==> src/rtl/fbt_pkg.sv <==
// Package with widths, register codes and state types for the flow bulk transfer tracker.
`timescale 1ns / 1ps
`default_nettype none

package fbt_pkg;

  localparam int unsigned TimeW   = 48;
  localparam int unsigned LenW    = 16;
  localparam int unsigned CntW    = 32;
  localparam int unsigned SumW    = 48;
  localparam int unsigned RunPktW = 16;
  localparam int unsigned RunByW  = 32;
  localparam int unsigned GapW    = 32;
  localparam int unsigned ThrW    = 8;
  localparam int unsigned CfgW    = 32;
  localparam int unsigned CfgIdxW = 1;

  localparam logic [CfgIdxW-1:0] CfgGapTimeout   = 1'b0;
  localparam logic [CfgIdxW-1:0] CfgBulkThreshold = 1'b1;

  localparam logic [GapW-1:0] GapTimeoutRst   = 32'd1000000;
  localparam logic [ThrW-1:0] BulkThresholdRst = 8'd4;

  // Candidate run of one direction
  typedef struct packed {
    logic               open;
    logic [TimeW-1:0]   start;
    logic [TimeW-1:0]   last;
    logic [RunPktW-1:0] packets;
    logic [RunByW-1:0]  bytes;
  } run_t;

  // Bulk totals of one direction
  typedef struct packed {
    logic [CntW-1:0] runs;
    logic [CntW-1:0] packets;
    logic [SumW-1:0] bytes;
    logic [SumW-1:0] time_us;
  } tot_t;

endpackage

`default_nettype wire

==> src/rtl/fbt_if.sv <==
// Handshake interfaces for packet descriptors and bulk totals.
`timescale 1ns / 1ps
`default_nettype none

interface fbt_in_if;
  import fbt_pkg::*;
  logic             valid;
  logic             ready;
  logic [TimeW-1:0] timestamp_us;
  logic [LenW-1:0]  payload_len;
  logic             direction;

  modport source (output valid, timestamp_us, payload_len, direction, input ready);
  modport sink   (input valid, timestamp_us, payload_len, direction, output ready);
endinterface

interface fbt_out_if;
  import fbt_pkg::*;
  logic            valid;
  logic            ready;
  logic [CntW-1:0] fwd_bulk_runs;
  logic [CntW-1:0] fwd_bulk_packets;
  logic [SumW-1:0] fwd_bulk_bytes;
  logic [SumW-1:0] fwd_bulk_time_us;
  logic [CntW-1:0] rev_bulk_runs;
  logic [CntW-1:0] rev_bulk_packets;
  logic [SumW-1:0] rev_bulk_bytes;
  logic [SumW-1:0] rev_bulk_time_us;

  modport source (output valid, fwd_bulk_runs, fwd_bulk_packets, fwd_bulk_bytes,
                  fwd_bulk_time_us, rev_bulk_runs, rev_bulk_packets, rev_bulk_bytes,
                  rev_bulk_time_us, input ready);
  modport sink   (input valid, fwd_bulk_runs, fwd_bulk_packets, fwd_bulk_bytes,
                  fwd_bulk_time_us, rev_bulk_runs, rev_bulk_packets, rev_bulk_bytes,
                  rev_bulk_time_us, output ready);
endinterface

`default_nettype wire

==> src/rtl/flow_bulk_transfer_tracker_unit.sv <==
// Top level of the flow bulk transfer tracker: per-direction bulk run detection and totals.
//
//   channel  | dir | handshake       | payload
//   ---------+-----+-----------------+------------------------------------------------
//   in_i     | in  | valid / ready   | timestamp_us[48] payload_len[16] direction[1]
//   out_o    | out | valid / ready   | fwd/rev bulk runs, packets, bytes, time_us
//   cfg      | in  | cfg_we_i        | cfg_idx_i[1] cfg_data_i[32], no read-back
//
// Input register then totals registers; one transaction per cycle unless the result stalls.
// The state update (compare, subtract, saturating add) runs between the input register
// and the totals registers, which also serve as the result register.
// Reset clears all run state and totals; config returns to 1000000 us and 4 packets.
// A stalled result holds the input register; in_i.ready stays high while it can drain.
`timescale 1ns / 1ps
`default_nettype none

module flow_bulk_transfer_tracker_unit
  import fbt_pkg::*;
(
  input  wire logic               clk_i,
  input  wire logic               rst_ni,
  fbt_in_if.sink                  in_i,
  fbt_out_if.source               out_o,
  input  wire logic               cfg_we_i,
  input  wire logic [CfgIdxW-1:0] cfg_idx_i,
  input  wire logic [CfgW-1:0]    cfg_data_i
);

  logic [GapW-1:0] gap_timeout_q;
  logic [ThrW-1:0] threshold_q;

  logic             in_valid_q;
  logic [TimeW-1:0] ts_q;
  logic [LenW-1:0]  len_q;
  logic             dir_q;

  logic out_valid_q;

  run_t run_q [2];
  run_t run_d [2];
  tot_t tot_q [2];
  tot_t tot_d [2];

  logic advance, out_free;

  assign out_free    = !out_valid_q || out_o.ready;
  assign advance     = in_valid_q && out_free;
  assign in_i.ready  = !in_valid_q || out_free;

  // Configuration
  always_ff @(posedge clk_i or negedge rst_ni) begin
    if (!rst_ni) begin
      gap_timeout_q <= GapTimeoutRst;
      threshold_q   <= BulkThresholdRst;
    end else if (cfg_we_i) begin
      unique case (cfg_idx_i)
        CfgGapTimeout:    gap_timeout_q <= cfg_data_i;
        CfgBulkThreshold: threshold_q   <= cfg_data_i[ThrW-1:0];
        default: ;
      endcase
    end
  end

  // Input register
  always_ff @(posedge clk_i or negedge rst_ni) begin
    if (!rst_ni) begin
      in_valid_q <= 1'b0;
    end else if (in_i.ready) begin
      in_valid_q <= in_i.valid;
    end
  end

  always_ff @(posedge clk_i) begin
    if (in_i.valid && in_i.ready) begin
      ts_q  <= in_i.timestamp_us;
      len_q <= in_i.payload_len;
      dir_q <= in_i.direction;
    end
  end

  // Update of the addressed direction
  run_t               cur, oth, cur_new;
  tot_t               tot_cur, tot_new;
  logic               closing, gap_over, start_new, hit, over;
  logic [TimeW-1:0]   gap, since_start;
  logic [RunPktW:0]   pk_sum;
  logic [RunPktW-1:0] pk_new;
  logic [RunByW:0]    by_sum;
  logic [RunByW-1:0]  by_new;
  logic [CntW:0]      runs_sum, pkts_sum;
  logic [SumW:0]      bytes_sum, time_sum;
  logic [CntW-1:0]    add_pk;
  logic [SumW-1:0]    add_by, add_tm;

  always_comb begin
    cur     = dir_q ? run_q[1] : run_q[0];
    oth     = dir_q ? run_q[0] : run_q[1];
    tot_cur = dir_q ? tot_q[1] : tot_q[0];

    closing     = cur.open && (oth.last > cur.start);
    gap         = (ts_q >= cur.last)  ? ts_q - cur.last  : '0;
    since_start = (ts_q >= cur.start) ? ts_q - cur.start : '0;
    gap_over    = gap > {{(TimeW-GapW){1'b0}}, gap_timeout_q};
    start_new   = !cur.open || closing || gap_over;

    pk_sum = {1'b0, cur.packets} + {{RunPktW{1'b0}}, 1'b1};
    pk_new = pk_sum[RunPktW] ? '1 : pk_sum[RunPktW-1:0];
    by_sum = {1'b0, cur.bytes} + {{(RunByW-LenW+1){1'b0}}, len_q};
    by_new = by_sum[RunByW] ? '1 : by_sum[RunByW-1:0];

    hit  = pk_new == {{(RunPktW-ThrW){1'b0}}, threshold_q};
    over = pk_new >  {{(RunPktW-ThrW){1'b0}}, threshold_q};

    add_pk = hit ? {{(CntW-RunPktW){1'b0}}, pk_new} : {{(CntW-1){1'b0}}, 1'b1};
    add_by = hit ? {{(SumW-RunByW){1'b0}}, by_new} : {{(SumW-LenW){1'b0}}, len_q};
    add_tm = hit ? since_start : gap;

    runs_sum  = {1'b0, tot_cur.runs} + {{CntW{1'b0}}, 1'b1};
    pkts_sum  = {1'b0, tot_cur.packets} + {1'b0, add_pk};
    bytes_sum = {1'b0, tot_cur.bytes} + {1'b0, add_by};
    time_sum  = {1'b0, tot_cur.time_us} + {1'b0, add_tm};

    cur_new = cur;
    tot_new = tot_cur;
    if (len_q != '0) begin
      if (start_new) begin
        cur_new.open    = 1'b1;
        cur_new.start   = ts_q;
        cur_new.last    = ts_q;
        cur_new.packets = {{(RunPktW-1){1'b0}}, 1'b1};
        cur_new.bytes   = {{(RunByW-LenW){1'b0}}, len_q};
      end else begin
        cur_new.packets = pk_new;
        cur_new.bytes   = by_new;
        cur_new.last    = ts_q;
        if (hit) begin
          tot_new.runs = runs_sum[CntW] ? '1 : runs_sum[CntW-1:0];
        end
        if (hit || over) begin
          tot_new.packets = pkts_sum[CntW]  ? '1 : pkts_sum[CntW-1:0];
          tot_new.bytes   = bytes_sum[SumW] ? '1 : bytes_sum[SumW-1:0];
          tot_new.time_us = time_sum[SumW]  ? '1 : time_sum[SumW-1:0];
        end
      end
    end

    run_d[0] = dir_q ? run_q[0] : cur_new;
    run_d[1] = dir_q ? cur_new  : run_q[1];
    tot_d[0] = dir_q ? tot_q[0] : tot_new;
    tot_d[1] = dir_q ? tot_new  : tot_q[1];
  end

  // State and totals advance only with a transaction into the result stage
  always_ff @(posedge clk_i or negedge rst_ni) begin
    if (!rst_ni) begin
      run_q[0] <= '0;
      run_q[1] <= '0;
      tot_q[0] <= '0;
      tot_q[1] <= '0;
    end else if (advance) begin
      run_q[0] <= run_d[0];
      run_q[1] <= run_d[1];
      tot_q[0] <= tot_d[0];
      tot_q[1] <= tot_d[1];
    end
  end

  always_ff @(posedge clk_i or negedge rst_ni) begin
    if (!rst_ni) begin
      out_valid_q <= 1'b0;
    end else if (out_free) begin
      out_valid_q <= in_valid_q;
    end
  end

  // Totals registers hold still while a result waits, so they drive the payload directly
  assign out_o.valid            = out_valid_q;
  assign out_o.fwd_bulk_runs    = tot_q[0].runs;
  assign out_o.fwd_bulk_packets = tot_q[0].packets;
  assign out_o.fwd_bulk_bytes   = tot_q[0].bytes;
  assign out_o.fwd_bulk_time_us = tot_q[0].time_us;
  assign out_o.rev_bulk_runs    = tot_q[1].runs;
  assign out_o.rev_bulk_packets = tot_q[1].packets;
  assign out_o.rev_bulk_bytes   = tot_q[1].bytes;
  assign out_o.rev_bulk_time_us = tot_q[1].time_us;

endmodule

`default_nettype wire

==> src/flat_wrapper.sv <==
// flat-port wrapper written by rule: the top's interface ports become plain ports
module flow_bulk_transfer_tracker_unit_flat import fbt_pkg::*;
  (clk_i, rst_ni, cfg_we_i, cfg_idx_i, cfg_data_i, in_i_valid, in_i_timestamp_us, in_i_payload_len, in_i_direction, in_i_ready, out_o_valid, out_o_fwd_bulk_runs, out_o_fwd_bulk_packets, out_o_fwd_bulk_bytes, out_o_fwd_bulk_time_us, out_o_rev_bulk_runs, out_o_rev_bulk_packets, out_o_rev_bulk_bytes, out_o_rev_bulk_time_us, out_o_ready);
  fbt_in_if in_i_i ();
  fbt_out_if out_o_i ();
  input  wire logic clk_i;
  input  wire logic rst_ni;
  input  wire logic cfg_we_i;
  input  wire logic [CfgIdxW-1:0] cfg_idx_i;
  input  wire logic [CfgW-1:0] cfg_data_i;
  input wire logic [$bits(in_i_i.valid)-1:0] in_i_valid;
  input wire logic [$bits(in_i_i.timestamp_us)-1:0] in_i_timestamp_us;
  input wire logic [$bits(in_i_i.payload_len)-1:0] in_i_payload_len;
  input wire logic [$bits(in_i_i.direction)-1:0] in_i_direction;
  output wire logic [$bits(in_i_i.ready)-1:0] in_i_ready;
  output wire logic [$bits(out_o_i.valid)-1:0] out_o_valid;
  output wire logic [$bits(out_o_i.fwd_bulk_runs)-1:0] out_o_fwd_bulk_runs;
  output wire logic [$bits(out_o_i.fwd_bulk_packets)-1:0] out_o_fwd_bulk_packets;
  output wire logic [$bits(out_o_i.fwd_bulk_bytes)-1:0] out_o_fwd_bulk_bytes;
  output wire logic [$bits(out_o_i.fwd_bulk_time_us)-1:0] out_o_fwd_bulk_time_us;
  output wire logic [$bits(out_o_i.rev_bulk_runs)-1:0] out_o_rev_bulk_runs;
  output wire logic [$bits(out_o_i.rev_bulk_packets)-1:0] out_o_rev_bulk_packets;
  output wire logic [$bits(out_o_i.rev_bulk_bytes)-1:0] out_o_rev_bulk_bytes;
  output wire logic [$bits(out_o_i.rev_bulk_time_us)-1:0] out_o_rev_bulk_time_us;
  input wire logic [$bits(out_o_i.ready)-1:0] out_o_ready;
  assign in_i_i.valid = in_i_valid;
  assign in_i_i.timestamp_us = in_i_timestamp_us;
  assign in_i_i.payload_len = in_i_payload_len;
  assign in_i_i.direction = in_i_direction;
  assign in_i_ready = in_i_i.ready;
  assign out_o_valid = out_o_i.valid;
  assign out_o_fwd_bulk_runs = out_o_i.fwd_bulk_runs;
  assign out_o_fwd_bulk_packets = out_o_i.fwd_bulk_packets;
  assign out_o_fwd_bulk_bytes = out_o_i.fwd_bulk_bytes;
  assign out_o_fwd_bulk_time_us = out_o_i.fwd_bulk_time_us;
  assign out_o_rev_bulk_runs = out_o_i.rev_bulk_runs;
  assign out_o_rev_bulk_packets = out_o_i.rev_bulk_packets;
  assign out_o_rev_bulk_bytes = out_o_i.rev_bulk_bytes;
  assign out_o_rev_bulk_time_us = out_o_i.rev_bulk_time_us;
  assign out_o_i.ready = out_o_ready;
  flow_bulk_transfer_tracker_unit u_core (.clk_i(clk_i), .rst_ni(rst_ni), .in_i(in_i_i), .out_o(out_o_i), .cfg_we_i(cfg_we_i), .cfg_idx_i(cfg_idx_i), .cfg_data_i(cfg_data_i));
endmodule
==> config.mk <==
export PLATFORM = sky130hd
export DESIGN_NAME = flow_bulk_transfer_tracker_unit_flat
export DESIGN_NICKNAME = d
export VERILOG_FILES = /design/src/rtl/fbt_pkg.sv /design/src/rtl/fbt_if.sv /design/src/rtl/flow_bulk_transfer_tracker_unit.sv /design/src/flat_wrapper.sv
export SDC_FILE = /design/constraint.sdc
export NUM_CORES = 2
export LEC_CHECK = 0
export ABC_AREA = 0
export BUFFER_PORTS_ARGS = -buffer_cell sky130_fd_sc_hd__buf_2
export CORE_MARGIN = 2
export CORE_UTILIZATION = 50
export CTS_CLUSTER_SIZE = 20
export DETAILED_ROUTE_END_ITERATION = 8
export GPL_TIMING_DRIVEN = 1
export MAX_ROUTING_LAYER = met4
export PLACE_DENSITY = 0.67
export SLEW_MARGIN = 40
export SYNTH_ARGS = -nofsm -noshare
export SYNTH_HDL_FRONTEND = slang
export SYNTH_SLANG_ARGS = --single-unit
==> constraint.sdc <==
create_clock -name clk_i -period 11.1 [get_ports clk_i]
set_clock_uncertainty 0.15 [all_clocks]
set_input_delay 2.22 -clock clk_i [delete_from_list [all_inputs] [get_ports clk_i]]
set_output_delay 2.22 -clock clk_i [all_outputs]
set_load 0.01 [all_outputs]
==> results.py <==
metrics = {
    "sta": {
        "report.final.hold_viol_count": 0,
        "setup_violations": 0,
        "layout_setup_ws_ns": 1.50,
        "rsz0062_at_grt": "false",
        "timing.slew.headroom_pct": 37.8,
        "max_slew.worst_pin.slew_ns": 0.925,
        "fin_crit_sh_pct": 86.5,
        "period_needed_ns": 9.60,
        "max_freq_mhz": 104,
        "fin_setup_tns_ns": 0,
        "drv_slew": 0,
        "whs_ns": 0.325,
    },
    "yosys": {
        "synth_warnings": 0,
        "ys_async_sr_fraction_pct": 90.9,
        "synth-main-ff-cell": "dfrtp_1",
        "yosys.area.top_type": "dfrtp_1",
        "synth_seq_cells": 717,
        "ys_seq_area_share_pct": 38.3,
        "synthCells": 5060,
        "synth_area_leaders": "dfrtp_1 (34%), mux2_2 (9.2%), ha_1 (7.8%), nand2_1 (5.3%), edfxtp_1 (4.1%)",
        "synth_area_per_cell_um2": 9.44,
        "synth_enable_flop_cells": 65,
        "synth_top_area_share_pct": 33.7,
        "yosysUniqueCellTypes": 89,
        "netlist_area_mm2": 0.0478,
    },
    "floorplan": {
        "initial_utilization_pct": 50.4,
        "coreArea_mm2": 0.0949,
        "die_y_um": 313,
        "io_pins": 425,
        "rows": 113,
        "die_area_mm2": 0.0980,
        "die_w_um": 313,
    },
    "clock_tree": {
        "clock_latency_ns": 0.70,
        "cts_made_buffers": 84,
        "htreeDepth": 3,
        "path_clk_slew_ns": 0.06,
        "clk_path_buf_depth": 3,
        "cts_tree": "built",
        "post-cts-setup-buffers": 0,
        "ctsResizeCount": 0,
        "cts_root_buf": "clkbuf_16",
        "clock_sinks": 717,
        "cts_hold_buffers": 0,
    },
    "run": {
        "cap_violations": 0,
    },
    "route": {
        "avgRoutedWirePerCell_um": 23.9,
        "drt_iter0_drc": 3925,
        "drc_errors": 0,
        "viasPerCell": 6.21,
        "drt_pass1_iterations": 8,
        "postRouteAntennaNets": 0,
        "num_vias": 41600,
        "drt-total-wl_um": 160000,
    },
    "critical_path": {
        "cp_data_arrival_time_ns": 9.99,
        "cp-start-kind": "flop",
        "end_kind": "flop",
        "r2r_start": "u_core.dir_q",
        "cp-startpoint": "u_core.dir_q",
        "cp.required_ns": 11.49,
        "crit_top_cell": "a21oi_1",
        "cp_max_fo": 31,
        "cpPeakStageDelay_ns": 0.69,
        "worstSetupPathType": "flop to flop",
        "cpLargestDelayFamily": "compound AO/OA/AOI/OAI gates",
        "slowest_stage": "a2111oi_1",
        "cp_num_buf_inv": 2,
    },
    "global_routing": {
        "grt_usage_pct": 32.9,
        "grt_pass1_wl_um": 243000,
        "antenna_found_initial": 4,
        "grt_pass1_vias": 40000,
        "overflow": 0,
        "grt_max_degree": 150,
    },
    "finish": {
        "drive_gt1_share_pct": 20.7,
        "final_area_mm2": 0.0541,
        "finalNetCount": 5779,
        "areaGrowthSynthToFinish_pct": 13.2,
        "post-route-util_pct": 57.0,
    },
    "power_and_ir_drop": {
        "irDropWorstVdd_v": 0.000172,
        "cellLeakagePower_nw": 26.1,
        "cellPowerDensity_mw_per_mm2": 219,
    },
    "outcome": {
        "status": "finished clean",
    },
    "place": {
        "place_area_mm2": 0.0511,
        "post-place-ws_ns": 1.57,
        "dp_hpwl_um": 117000,
        "gp_congestion": 0.969,
        "port-buffer-count": 424,
    },
    "worst_hold_path": {
        "min_from": "u_core.run_q[186]",
        "hold_path.class": "flop to flop",
    },
}
==> metrics by stage <==
| step | power [W] | instances |
|---|---|---|
| after floorplan | 0.00715 | 5067 |
| final | 0.0118 | 6705 |
| after detailed placement | 0.00885 | 6548 |
| after CTS | 0.0118 | 6700 |
| after global placement | 0.00880 | 6547 |
| after global routing | 0.0125 | 6704 |
==> layout by cell type (no fill, tap or decap), types with 40 or more instances in the layout <==
cell type  Yosys  routed
nand2_1      673     666
dfrtp_1      644     644
buf_2         70     423
mux2_2       390     390
a21oi_1      350     349
ha_1         298     298
o21ai_0      280     278
nor2_1       236     231
mux2i_1      170     170
a21o_1       152     152
a31oi_1      128     128
o22a_1       119     119
xnor2_1      117     117
inv_1        108     108
nand3_1      103     101
nor3_1        89      86
clkbuf_16      0      86
xor2_1        79      79
nand4_1       70      70
edfxtp_1      65      65
nor2b_1       53      52
o21a_1        49      49
buf_4          1      46
and3_1        47      45
or2_2         40      40
==> where the power goes <==
part           internal [W]  switching, W  total, W
combinational       0.00216       0.00321   0.00537
sequential          0.00319      0.000399   0.00359
clock               0.00167       0.00122   0.00289
==> Yosys cell counts, types with 10 or more instances <==
library cell / n
nand2_1: 673
dfrtp_1: 644
mux2_2: 390
a21oi_1: 350
ha_1: 298
o21ai_0: 280
nor2_1: 236
clkbuf_1: 175
mux2i_1: 170
a21o_1: 152
a31oi_1: 128
o22a_1: 119
xnor2_1: 117
inv_1: 108
nand3_1: 103
nor3_1: 89
xor2_1: 79
buf_2: 70
nand4_1: 70
edfxtp_1: 65
nor2b_1: 53
o21a_1: 49
and3_1: 47
or2_2: 40
o31ai_1: 39
nand2b_1: 36
nor4_1: 31
o21bai_1: 30
a211oi_1: 28
o211ai_1: 28
or3_1: 28
and2_1: 27
buf_1: 19
and4_1: 16
o22ai_1: 16
a2bb2oi_1: 15
a21boi_0: 14
a41oi_1: 14
a31o_2: 12
a221o_1: 11
a221oi_1: 11
or4_1: 11
a211o_1: 10
a22o_1: 10
==> sequential cells by signal, summed over array words and instances, names as in the netlist <==
signal and count:
u_core.dir_q 1, u_core.out_o.fwd_bulk_time_us 48, u_core.out_o.rev_bulk_bytes 48, u_core.len_q 16, u_core.run_q 290, u_core.out_o.fwd_bulk_bytes 48, u_core.out_o.fwd_bulk_packets 32, u_core.out_o.rev_bulk_time_us 48
u_core.in_valid_q 1, u_core.gap_timeout_q 32, u_core.threshold_q 8, u_core.out_o.rev_bulk_packets 32, u_core.out_o.fwd_bulk_runs 32, u_core.out_o.rev_bulk_runs 32, u_core.ts_q 48, u_core.out_o.valid 1
==> worst paths after layout <==
| check | slack (ns) | cells after the start | end |
|---|---|---|---|
| hold / removal | 0.33 | 2 | u_core.run_q[186] |
| hold reg to reg | 0.33 | 2 | u_core.run_q[186] |
| min in group asynchronous | 1.36 | 1 | u_core.out_o.fwd_bulk_bytes[12] |
| setup / recovery | 1.50 | 31 | u_core.out_o.fwd_bulk_time_us[31] |
| max in group asynchronous | 7.40 | 4 | u_core.out_o.rev_bulk_packets[5] |
| setup reg to reg | 1.50 | 31 | u_core.out_o.fwd_bulk_time_us[31] |
==> area by class of cell <==
| type | instances | area [um^2] |
|---|---|---|
| Tap cell | 1265 | 1580 |
| Clock buffer | 111 | 2390 |
| Clock inverter | 41 | 462 |
| Antenna cell | 2 | 5.00 |
| Inverter | 108 | 405 |
| Timing Repair Buffer | 486 | 2760 |
| Sequential cell | 717 | 18300 |
| Fill cell | 8443 | 40800 |
| Multi-Input combinational cell | 3975 | 28200 |
==> logic make-up after synthesis <==
kind of cell | count (synthesis) | share of synthesized area [%]
AOI/OAI and AO/OA | 1410 | 19.5
xor gates and xnor gates | 196 | 3.59
adders and majority gates | 304 | 8.06
buffers and inverters | 375 | 3.17
DFF | 717 | 38.3
muxes | 564 | 12.8
other | 1 | 0.00785
and+or+nand+nor | 1493 | 14.6
==> worst register-to-register path, delay by kind of cell (launching register included) <==
kind / cells / cell delay, ns
muxes: 1 / 0.24
adders and majority gates: 3 / 1.14
AOI/OAI and AO/OA: 20 / 5.71
and+or+nand+nor: 5 / 1.22
DFF: 1 / 0.41
buffers and inverters: 2 / 0.57
==> metal layers <==
layer	GRT usage [%]	vias to the layer above	routed length, um
met5	-	-	0
met4	15.0	0	8260
met3	5.37	354	11100
met2	51.2	1556	73500
met1	42.0	20400	67300
li1	-	19300	-
(Power assumes the default switching activity.)
